**config.mk**
```make
export PLATFORM = sky130hd
export DESIGN_NAME = krt_cell
export DESIGN_NICKNAME = d
export VERILOG_FILES = /design/src/hdl/krt_pkg.sv /design/src/hdl/krt_cell.sv
export SDC_FILE = /design/constraint.sdc
export NUM_CORES = 1
export LEC_CHECK = 0
export BUFFER_PORTS_ARGS = -buffer_cell sky130_fd_sc_hd__clkbuf_2
export CORE_MARGIN = 5
export CORE_UTILIZATION = 45
export CTS_CLUSTER_DIAMETER = 60
export DETAILED_ROUTE_END_ITERATION = 16
export PLACE_DENSITY = 0.81
export RECOVER_POWER = 100
export REMOVE_ABC_BUFFERS = 1
export SYNTH_ARGS = -nofsm -noshare
export SYNTH_HDL_FRONTEND = slang
export SYNTH_SLANG_ARGS = --single-unit
export TNS_END_PERCENT = 20
```
**constraint.sdc**
```tcl
create_clock -name clk -period 10.8 [get_ports clk]
set_input_delay 0.54 -clock clk [delete_from_list [all_inputs] [get_ports clk]]
set_output_delay 0.54 -clock clk [all_outputs]
set_load 0.02 [all_outputs]
```
**src/hdl/krt_pkg.sv**
```systemverilog
// ----------------------------------------------------------------------------
// krt_pkg
// Types and codes shared by the keyed record table modules.
// ----------------------------------------------------------------------------
`default_nettype none
package krt_pkg;

  typedef enum logic [1:0] {
    OP_ADD    = 2'd0,
    OP_LIST   = 2'd1,
    OP_UPDATE = 2'd2,
    OP_DELETE = 2'd3
  } op_t;

  typedef enum logic [1:0] {
    STAT_OK        = 2'd0,
    STAT_FULL      = 2'd1,
    STAT_NOT_FOUND = 2'd2,
    STAT_EMPTY     = 2'd3
  } status_t;

  typedef enum logic [1:0] {
    ST_IDLE,
    ST_EXEC,
    ST_LIST
  } state_t;

  typedef struct packed {
    op_t                op;
    logic signed [31:0] key;
    logic        [31:0] value;
  } req_t;

  typedef struct packed {
    status_t            status;
    logic signed [31:0] rec_key;
    logic        [31:0] rec_value;
    logic               last;
  } rsp_t;

  typedef struct packed {
    logic occ;
    logic add_here;
    logic upd;
    logic del;
    logic rotate;
    logic tail;
  } cell_ctrl_t;

endpackage
`default_nettype wire

```
**src/hdl/krt_cell.sv**
```systemverilog
// ----------------------------------------------------------------------------
// krt_cell
// One record slot of the table: key compare, first-match chain and move logic.
// ----------------------------------------------------------------------------
`default_nettype none
module krt_cell
  import krt_pkg::*;
(
  input  wire logic               clk,
  input  wire cell_ctrl_t         ctrl,
  input  wire logic signed [31:0] new_key,
  input  wire logic        [31:0] new_value,
  input  wire logic signed [31:0] nbr_key,
  input  wire logic        [31:0] nbr_value,
  input  wire logic signed [31:0] head_key,
  input  wire logic        [31:0] head_value,
  input  wire logic               seen_in,
  output logic                    seen_out,
  output logic signed [31:0]      key_q,
  output logic        [31:0]      value_q,
  output logic        [31:0]      hit_value
);

  logic match;
  logic first;

  assign match     = ctrl.occ && (key_q == new_key);
  assign first     = match && !seen_in;
  assign seen_out  = seen_in || match;
  assign hit_value = first ? value_q : 32'd0;

  always_ff @(posedge clk) begin
    if (ctrl.add_here) begin
      key_q   <= new_key;
      value_q <= new_value;
    end else if (ctrl.upd && first) begin
      value_q <= new_value;
    end else if (ctrl.del && seen_out) begin
      key_q   <= nbr_key;
      value_q <= nbr_value;
    end else if (ctrl.rotate) begin
      if (ctrl.tail) begin
        key_q   <= head_key;
        value_q <= head_value;
      end else begin
        key_q   <= nbr_key;
        value_q <= nbr_value;
      end
    end
  end

endmodule
`default_nettype wire

```
Word level (Yosys, flattened, before mapping)
Cells that the tools add are included.

Register bits: 64. Output and inout bits: 97.

Multiplexer cells: 11. Eq/ne operators: 2. Reduce and logical (&&, ||, !) cells: 9.

Operators by type and width (number): $mux W32 (11); $eq A32 B32 Y1 (1); $logic_and A1 B1 Y1 (4); $reduce_bool A4 Y1 (1); $reduce_bool A3 Y1 (1); $ne A2 B2 Y1 const B (1); $reduce_and A2 Y1 (1); $logic_not A1 Y1 (1); $logic_or A1 B1 Y1 (1).

Logic depth before layout (Yosys ltp)
Gate-level depths: netlist of the first run.

Depth in word-level cells: 7. Mapped depth: 8.

Worst setup path after synthesis of the first run
Ideal clock, no wire load.

Path type: input -> register. Start point: input port ctrl[4] (netlist name). End point: register key_q[0], enable pin. Path slack: 6941 ps. Buffers on the path: 4. Stages on the path: 6. Setup time: 437 ps. Arrival time: 3422 ps. Path through: clkbuf_1 clkbuf_1 clkbuf_1 clkbuf_1 nor2_1 a2bb2oi_1.

Cells in the longest elaborated chain, start to end: 2. Elaborated cells between the ends (all ways): 3. Those cells by class: eq/ne (1); reduce/logical (2).

RTL lines: start, declared (line krt_cell.sv:10) `input wire cell_ctrl_t ctrl,`; $ne A2 B2 Y1 (no source line) or $reduce_bool A3 Y1 (tied branches); $reduce_and A2 Y1 (no source line) *; end signal, assigned (line krt_cell.sv:34) `key_q <= new_key;`; end signal, assigned (line krt_cell.sv:39) `key_q <= nbr_key;`; end signal, assigned (line krt_cell.sv:43) `key_q <= head_key;`; end, declared (line krt_cell.sv:19) `output logic signed [31:0] key_q,`.

Every way passes the cells marked *; elsewhere a longest branch is shown, timed or not. A chain may end at the register's enable or synchronous reset.

Worst setup path in the final report of the first run
Start point: register key_q[19]. End point: register key_q[29], enable pin.

Cells in the longest elaborated chain, start to end: 6. Elaborated cells between the ends (all ways): 9. Those cells by class: eq/ne (2); reduce/logical (7).

RTL lines: $eq A32 B32 Y1 * (line krt_cell.sv:27) `assign match = ctrl.occ && (key_q == new_key);`; $logic_and A1 B1 Y1 * (line krt_cell.sv:27); $logic_and A1 B1 Y1 or $logic_or A1 B1 Y1 (tied branches) (line krt_cell.sv:28, krt_cell.sv:29); $logic_and A1 B1 Y1, on equally long branches (line krt_cell.sv:36, krt_cell.sv:38); $ne A2 B2 Y1 (no source line) or $reduce_bool A3 Y1 (tied branches); $reduce_and A2 Y1 (no source line) *.

Marks and branches as above.

==> results of run 1 <==
-- state kept, by name (all words and copies together), names as in the netlist --
name / cells
key_q: 32
value_q: 32
-- through the flow --
step | cell area (um^2) | util, % | instances
6_report | 6950 | 60.6 | 987
3_5_place_dp | 6800 | 59.3 | 971
3_3_place_gp | 6800 | 59.3 | 971
2_1_floorplan | 5020 | - | 522
5_1_grt | 6950 | 60.6 | 987
4_1_cts | 7100 | 61.9 | 987
-- where the power goes --
part / switching [mW] / total (mW) / internal (mW) / leakage (nW)
registers: 0.0202 / 0.336 / 0.315 / 0.654
clock network: 0.107 / 0.307 / 0.200 / 0.146
logic: 0.130 / 0.223 / 0.0936 / 2.23
total: 0.257 / 0.866 / 0.609 / 3.03
-- layout make-up --
type,instances,area share [%]
Clock buffer,11,3.35
Clock inverter,5,1.03
Inverter,39,2.11
Multi-Input combinational cell,419,42.3
Sequential cell,64,27.7
Tap cell,143,2.58
Timing Repair Buffer,306,21.0
-- synthesized netlist by cell type (16+ instances only) --
cell / n
xnor2_1: 21
nand2_1: 68
nor2b_1: 36
a21oi_1: 64
mux2_2: 61
a22oi_1: 32
inv_1: 39
edfxtp_1: 64
a2111oi_0: 32
buf_2: 16
a31oi_1: 32
and2_1: 33
clkbuf_1: 32
-- cells in the final DEF (no fill, tap or decap), drive strengths merged, types with 32 or more instances in the layout --
cell / instances
clkbuf: 310
nand2: 68
a21oi: 65
edfxtp: 64
mux2: 64
inv: 39
nor2b: 36
a2111oi: 33
and2: 33
a31oi: 32
a22oi: 32
-- cells by family after synthesis --
group                     Yosys count  share of synthesized area, %
DFF                                64                          36.4
muxes                              64                          13.7
AOI/OAI and AO/OA                 172                          21.9
buffers and inverters              93                          7.64
and+or+nand+nor                   159                          16.4
xor gates and xnor gates           24                          3.99
-- metal layers --
| metal | vias up | GRT usage (%) | routed length, um | share of wire [%] |
|---|---|---|---|---|
| li1 | 2642 | - | - | - |
| met1 | 2490 | 28.4 | 6640 | 36 |
| met2 | 306 | 42.9 | 9230 | 50 |
| met3 | 31 | 9.50 | 2070 | 11 |
| met4 | 0 | 8.17 | 389 | 2.1 |
| met5 | - | 0 | 0 | 0 |
-- how the worst max path moves through the flow --
stage / endpoint / slack (ns) / from / cells past startpoint
final: key_q[29] / 5.04 / key_q[19] / 7
after global routing: key_q[13] / 4.61 / key_q[19] / 7
after CTS: hit_value[18] / 6.92 / key_q[25] / 8
after detailed placement: hit_value[18] / 7.04 / new_key[1] / 9
after global placement: hit_value[19] / 7.15 / new_key[1] / 9
after floorplan: key_q[0] / 6.27 / key_q[20] / 6
-- critical path: cells and delay by family (launching register included) --
family / cells / cell delay (ns)
buffers and inverters: 1 / 1.12
and+or+nand+nor: 3 / 0.79
DFF: 1 / 0.43
xor gates and xnor gates: 1 / 0.20
AOI/OAI and AO/OA: 2 / 2.70
==> results.py, run 1 <==
metrics = {
    "global_route": {
        "grt_pass1_wl_um": 28600,
        "antenna_found_initial": 0,
        "grt_usage_pct": 24.9,
        "grt_pass1_vias": 5436,
        "gr-total-overflow": 0,
        "grt_max_degree": 71,
    },
    "sta": {
        "clock.fmax_mhz": 174,
        "worstMarginPinSlew_ns": 3.39,
        "fin_skew_ns": 0.00672,
        "fin_crit_sh_pct": 53.3,
        "grt_setup_unrepaired": "false",
        "slew-limit-headroom_pct": -127,
        "setup_violations": 0,
        "report.final.slew_viol_count": 132,
        "hold_viol_final": 0,
        "fin_ws_ns": 5.04,
        "holdWs_ns": 0.501,
        "setup_tns_ns": 0,
        "period_minus_slack_ns": 5.76,
    },
    "clocking": {
        "clk_latency_ns": 0.33,
        "clk_pin_slew_worst_paths_ns": 0.05,
        "cts_made_buffers": 9,
        "cts_resized": 0,
        "clockRootBuffer": "clkbuf_16",
        "cts_buffer_depth": 2,
        "cts.htree.levels": 3,
        "cts_tree": "built",
        "cts_setup_buffers": 0,
        "holdBufCountCts": 0,
        "clock_sinks": 64,
    },
    "layout": {
        "regArea_mm2": 0.00192,
        "multi_input_area_mm2": 0.00294,
        "drive_gt1_share_pct": 37.1,
        "fill_cells": 1043,
        "nNetsFinal": 1039,
        "antenna-diode-count": 0,
        "syn2layout_area_growth_pct": 31.8,
    },
    "floorplanning": {
        "start_util_pct": 46.0,
        "core_region_area_mm2": 0.0115,
        "die_area_mm2": 0.0140,
        "io_pins": 297,
        "die_x_um": 118,
        "placementRows": 39,
        "die_h_um": 118,
    },
    "yosys": {
        "async_reset_ff_share_pct": 0,
        "synth-edff-count": 64,
        "ys_types": 39,
        "ys_warn_count": 0,
        "synth-main-ff-cell": "edfxtp_1",
        "syn-cell-area_mm2": 0.00527,
        "synth_top_area_share_pct": 36.4,
        "synth_area_leaders": "edfxtp_1 36%, mux2_2 13%, a21oi_1 6.1%",
        "yosysTopAreaCell": "edfxtp_1",
        "ys_seq_area_share_pct": 36.4,
        "ys_ff_latch": 64,
        "synthCells": 576,
        "postSynthAreaPerCell_um2": 9.15,
    },
    "critical_path": {
        "path_cells": "xnor2_1 -> nand4_1 -> nor4_1 -> clkbuf_1 -> nand4_1 -> a21bo_2 -> a2bb2oi_1",
        "reg2regPathDepth": 7,
        "cpMaxStageDelayCell": "a2bb2oi_1",
        "end_kind": "flip-flop",
        "r2r-end": "key_q[29]",
        "slowest_delay_ns": 2.36,
        "critical_path.max_fanout": 34,
        "required_ns": 10.66,
        "start_kind": "flip-flop",
        "crit_top_cell": "nand4_1",
        "r2r_start": "key_q[19]",
        "critPathKind": "reg2reg",
        "cp.arrival_ns": 5.61,
        "rrSetupSlack_ns": 5.04,
    },
    "route": {
        "wl_per_cell_um": 18.6,
        "ant_nets": 0,
        "vias_per_cell": 5.54,
        "drc": 0,
        "detail_route.first_pass.iterations": 5,
        "drt_iter0_drc": 512,
        "routed_wl_um": 18300,
        "route.vias.total": 5469,
    },
    "placed_design": {
        "io_buffers": 296,
        "dp_hpwl_um": 13500,
        "post-place-ws_ns": 7.04,
        "gp_congestion": 0.819,
    },
    "status": {
        "failed_checks": "max-capacitance violations, max-slew violations",
        "outcome": "finished with violations",
    },
    "min_path": {
        "min_to": "key_q[5]",
        "hold_depth": 2,
        "hp-class": "in2reg",
        "hp-start": "head_key[5]",
    },
    "power": {
        "power_density_mw_per_mm2": 125,
        "design_power_total_mw": 0.866,
        "leakage_nw": 3.03,
        "peakVddDrop_uv": 94.5,
    },
    "run": {
        "drv_cap": 5,
    },
}
(Power assumes the default switching activity.)
==> inputs of run 2 (changes only) <==
==> constraint.sdc (replaced) <==
create_clock -name clk -period 5.7 [get_ports clk]
set_input_delay 0.285 -clock clk [delete_from_list [all_inputs] [get_ports clk]]
set_output_delay 0.285 -clock clk [all_outputs]
set_load 0.02 [all_outputs]
==> results.py, run 2 (synthesis results as in run 1) <==
metrics = {
    "route": {
        "route.vias.total": 5604,
        "drc": 0,
        "maxUsedRoutingLayer": "met4",
        "vias_per_cell": 5.68,
        "routed_wl_um": 18800,
        "drt_iter0_drc": 733,
        "dr_wl_met2_um": 9380,
        "detail_route.first_pass.iterations": 5,
        "ant_nets": 0,
        "route.met3.wl_um": 2110,
        "met1Wirelength_um": 6750,
        "wl_per_cell_um": 19.1,
    },
    "clocking": {
        "cts_setup_buffers": 0,
        "clk_latency_ns": 0.33,
        "clock_sinks": 64,
        "cts_resized": 0,
        "cts_buffer_depth": 2,
        "holdBufCountCts": 0,
        "cts_tree": "built",
        "clk_pin_slew_worst_paths_ns": 0.06,
        "clockRootBuffer": "clkbuf_16",
        "cts_made_buffers": 9,
        "cts.htree.levels": 3,
    },
    "global_route": {
        "grt_max_degree": 66,
        "gr-total-overflow": 0,
        "grt_pass1_vias": 5622,
        "grt_pass1_wl_um": 29000,
        "grt_usage_pct": 25.6,
        "antenna_found_initial": 0,
    },
    "status": {
        "failed_checks": "max-capacitance violations, max-slew violations",
        "outcome": "finished with violations",
    },
    "floorplanning": {
        "start_util_pct": 46.0,
        "io_pins": 297,
        "die_h_um": 118,
        "die_area_mm2": 0.0140,
        "placementRows": 39,
        "core_region_area_mm2": 0.0115,
        "die_x_um": 118,
    },
    "layout": {
        "antenna-diode-count": 0,
        "top_regs": "key_q x32, value_q x32",
        "syn2layout_area_growth_pct": 32.2,
        "final_cells": 986,
        "fill_cells": 1045,
        "layout_common_cells": "221 x clkbuf_2, 77 x clkbuf_1, 68 x nand2_1",
        "nNetsFinal": 1039,
        "drive_gt1_share_pct": 37.2,
        "final_common_cell": "clkbuf_2",
    },
    "placed_design": {
        "gp_congestion": 0.822,
        "dp.cells": 971,
        "dp_hpwl_um": 13900,
        "io_buffers": 296,
    },
    "sta": {
        "fin_crit_sh_pct": 77.7,
        "period_minus_slack_ns": 4.43,
        "setup_tns_ns": 0,
        "report.final.slew_viol_count": 132,
        "hold_viol_final": 0,
        "setup_violations": 0,
        "fin_skew_ns": 0.0103,
        "grt_setup_unrepaired": "false",
        "holdWs_ns": 0.231,
        "slew-limit-headroom_pct": -30.4,
        "clock.fmax_mhz": 226,
        "worstMarginPinSlew_ns": 1.96,
    },
    "min_path": {
        "hold_depth": 2,
        "hp-class": "in2reg",
    },
    "power": {
        "seqPwrFrac_pct": 38.7,
        "switchingPower_mw": 0.491,
        "p_clk_share_pct": 35.3,
        "leakage_nw": 3.04,
        "combPwrFrac_pct": 26.0,
        "power_density_mw_per_mm2": 236,
        "swShare_pct": 29.9,
        "p_int_mw": 1.15,
        "peakVddDrop_uv": 188,
    },
    "critical_path": {
        "required_ns": 5.41,
        "start_kind": "flip-flop",
        "critical_path.max_fanout": 32,
        "reg2regPathDepth": 6,
        "critPathKind": "reg2out",
        "end_kind": "primary output",
        "cp.arrival_ns": 4.15,
    },
    "run": {
        "drv_cap": 4,
    },
}
## run 2: final timing paths
kind | slack [ns] | start | endpoint
worst max-delay path | 1.27 | key_q[1] | hit_value[6]
worst min-delay path | 0.23 | head_key[4] | key_q[4]
worst max register to register | 1.58 | key_q[1] | key_q[19]
worst min register to register | 1.13 | key_q[3] | value_q[10]
## run 2: critical path, cell delays in order (launching register included)
cell and delay (ns):
edfxtp_1 0.41, nand2b_1 0.10, o2111ai_1 0.17, nor4_4 0.78, nand4_1 0.42, nor2_1 1.40
and2_1 0.27, clkbuf_1 0.24
## run 2: power groups by stage
stage	Combinational [mW]	Clock, mW	Sequential (mW)
final	0.428	0.580	0.635
after detailed placement	0.445	0	0.645
after global placement	0.437	0	0.641
after global routing	0.463	0.613	0.643
after floorplan	0.171	0	0.718
after CTS	0.447	0.589	0.636
## run 2: cell type report
class	count	area (um^2)	area share [%]
inverters	39	146	2.10
clock inverters	5	72.6	1.04
flip-flops and latches	64	1920	27.6
multi-input cells	419	2970	42.5
repair buffers	306	1460	20.9
clock buffers	10	229	3.28
well taps	143	179	2.57
## run 2: stage by stage
step / power (mW) / instance area [um^2] / util [%] / worst slack, ns
6_report: 1.64 / 6970 / 60.8 / 1.27
5_1_grt: 1.72 / 6970 / 60.8 / 0.748
4_1_cts: 1.67 / 7100 / 61.9 / 1.82
3_5_place_dp: 1.09 / 6800 / 59.3 / 2.14
3_3_place_gp: 1.08 / 6800 / 59.3 / 2.16
2_1_floorplan: 0.890 / 5020 / - / 1.17
## run 2: routing by layer
metal,track usage [%],up-vias
li1,-,2639
met1,28.3,2566
met2,44.3,356
met3,8.98,43
met4,11.3,0
met5,0,-
==> inputs of run 3 (changes only) <==
--- a/config.mk
+++ b/config.mk
@@ -7,10 +7,10 @@
 export LEC_CHECK = 0
 export BUFFER_PORTS_ARGS = -buffer_cell sky130_fd_sc_hd__clkbuf_2
 export CORE_MARGIN = 5
-export CORE_UTILIZATION = 45
+export CORE_UTILIZATION = 41
 export CTS_CLUSTER_DIAMETER = 60
 export DETAILED_ROUTE_END_ITERATION = 16
-export PLACE_DENSITY = 0.81
+export PLACE_DENSITY = 0.78
 export RECOVER_POWER = 100
 export REMOVE_ABC_BUFFERS = 1
 export SYNTH_ARGS = -nofsm -noshare
==> constraint.sdc (replaced) <==
create_clock -name clk -period 3.7 [get_ports clk]
set_input_delay 0.185 -clock clk [delete_from_list [all_inputs] [get_ports clk]]
set_output_delay 0.185 -clock clk [all_outputs]
set_load 0.02 [all_outputs]
==> results.py, run 3 (synthesis results as in run 1) <==
metrics = {
    "sta": {
        "period_minus_slack_ns": 3.29,
        "fin_skew_ns": 0.00673,
        "report.final.slew_viol_count": 0,
        "grt_setup_unrepaired": "false",
        "hold_viol_final": 0,
        "slew-limit-headroom_pct": 36.3,
        "fin_crit_sh_pct": 88.9,
        "holdWs_ns": 0.130,
        "setup_violations": 0,
        "clock.fmax_mhz": 304,
        "worstMarginPinSlew_ns": 0.956,
        "setup_tns_ns": 0,
    },
    "placed_design": {
        "io_buffers": 296,
        "dp.cells": 1010,
        "placed_area_mm2": 0.00691,
        "gp_congestion": 0.845,
        "dp_hpwl_um": 14400,
    },
    "critical_path": {
        "critPathKind": "reg2out",
        "start_kind": "flip-flop",
        "critical_path.max_fanout": 32,
        "crit_top_cell": "nand4_1",
        "required_ns": 3.51,
        "cpMaxStageDelayCell": "nor3_4",
        "slowest_delay_ns": 0.65,
        "path_cells": "xnor2_1 -> nand4_1 -> nor3_4 -> nand4_1 -> nor2_2 -> buf_4 -> and2_1 -> clkbuf_1",
        "cp.arrival_ns": 3.10,
        "end_kind": "primary output",
    },
    "clocking": {
        "cts.htree.levels": 3,
        "cts_setup_buffers": 0,
        "clk_pin_slew_worst_paths_ns": 0.06,
        "cts_tree": "built",
        "cts_buffer_depth": 2,
        "cts_made_buffers": 9,
        "clock_sinks": 64,
        "holdBufCountCts": 0,
        "clk_latency_ns": 0.34,
        "clockRootBuffer": "clkbuf_16",
        "cts_resized": 0,
    },
    "floorplanning": {
        "die_area_mm2": 0.0152,
        "core_region_area_mm2": 0.0126,
        "die_h_um": 123,
        "start_util_pct": 41.8,
        "io_pins": 297,
        "die_x_um": 123,
        "placementRows": 41,
    },
    "route": {
        "routed_wl_um": 18600,
        "wl_per_cell_um": 18.1,
        "ant_nets": 0,
        "drc": 0,
        "detail_route.first_pass.iterations": 6,
        "route.vias.total": 5548,
        "vias_per_cell": 5.40,
        "drt_iter0_drc": 506,
    },
    "layout": {
        "final_common_cell": "clkbuf_2",
        "drive_gt1_share_pct": 37.2,
        "final_cells": 1027,
        "nNetsFinal": 1049,
        "layout_common_cells": "211 x clkbuf_2, 86 x clkbuf_1, 68 x nand2_1",
        "syn2layout_area_growth_pct": 35.4,
        "final_area_mm2": 0.00714,
        "top_regs": "key_q x32, value_q x32",
    },
    "run": {
        "drv_cap": 0,
    },
    "power": {
        "peakVddDrop_uv": 353,
        "power_density_mw_per_mm2": 369,
        "leakage_nw": 3.08,
    },
    "global_route": {
        "gr-total-overflow": 0,
        "grt_max_degree": 49,
        "grt_pass1_vias": 5444,
        "grt_pass1_wl_um": 27400,
        "antenna_found_initial": 1,
        "grt_usage_pct": 23.4,
    },
    "status": {
        "outcome": "completed",
    },
    "min_path": {
        "hp-class": "in2reg",
    },
}
==> run 3: routing by layer <==
| layer | wire length (um) | up-vias | track usage, % |
|---|---|---|---|
| met5 | 0 | - | 0 |
| met4 | 489 | 0 | 8.93 |
| met3 | 2180 | 36 | 8.97 |
| met2 | 9610 | 347 | 42.5 |
| met1 | 6350 | 2504 | 24.2 |
| li1 | - | 2661 | - |
==> run 3: final cells by class <==
cell class              count  area (um^2)
diodes                      1         2.50
clock buffers               9          225
clock inverters             7          119
fillers                  1220         5480
inverters                  39          146
multi-input cells         419         2990
flip-flops and latches     64         1920
well taps                 172          215
repair buffers            316         1520
==> run 3: report_power, final <==
| group | total [mW] | leakage, nW | internal (mW) | switching, mW |
|---|---|---|---|---|
| logic | 0.665 | 2.27 | 0.278 | 0.387 |
| registers | 0.975 | 0.654 | 0.918 | 0.0569 |
| clock network | 0.994 | 0.164 | 0.659 | 0.335 |
==> run 3: path summary, 6_finish.rpt <==
kind | slack [ns] | end | from | cells after the start
worst max-delay path | 0.41 | hit_value[14] | key_q[4] | 8
worst min-delay path | 0.13 | key_q[4] | head_key[4] | 2
worst max register to register | 0.45 | value_q[24] | key_q[4] | 7
worst min register to register | 1.14 | value_q[19] | key_q[29] | 6
==> run 3: stage by stage <==
| step | utilization [%] | power, mW | worst slack (ns) |
|---|---|---|---|
| after floorplan | - | 1.37 | -0.826 |
| after global placement | 54.7 | 1.67 | 0.727 |
| after detailed placement | 54.7 | 1.68 | 0.669 |
| after CTS | 57.5 | 2.68 | 0.532 |
| after global routing | 56.6 | 2.75 | 0.167 |
| final | 56.6 | 2.63 | 0.411 |
==> run 3: critical path: cells and delay by family (launching register included) <==
kind / cells / cell delay, ns
buffers and inverters: 2 / 0.54
DFF: 1 / 0.39
and+or+nand+nor: 5 / 1.62
xor gates and xnor gates: 1 / 0.20
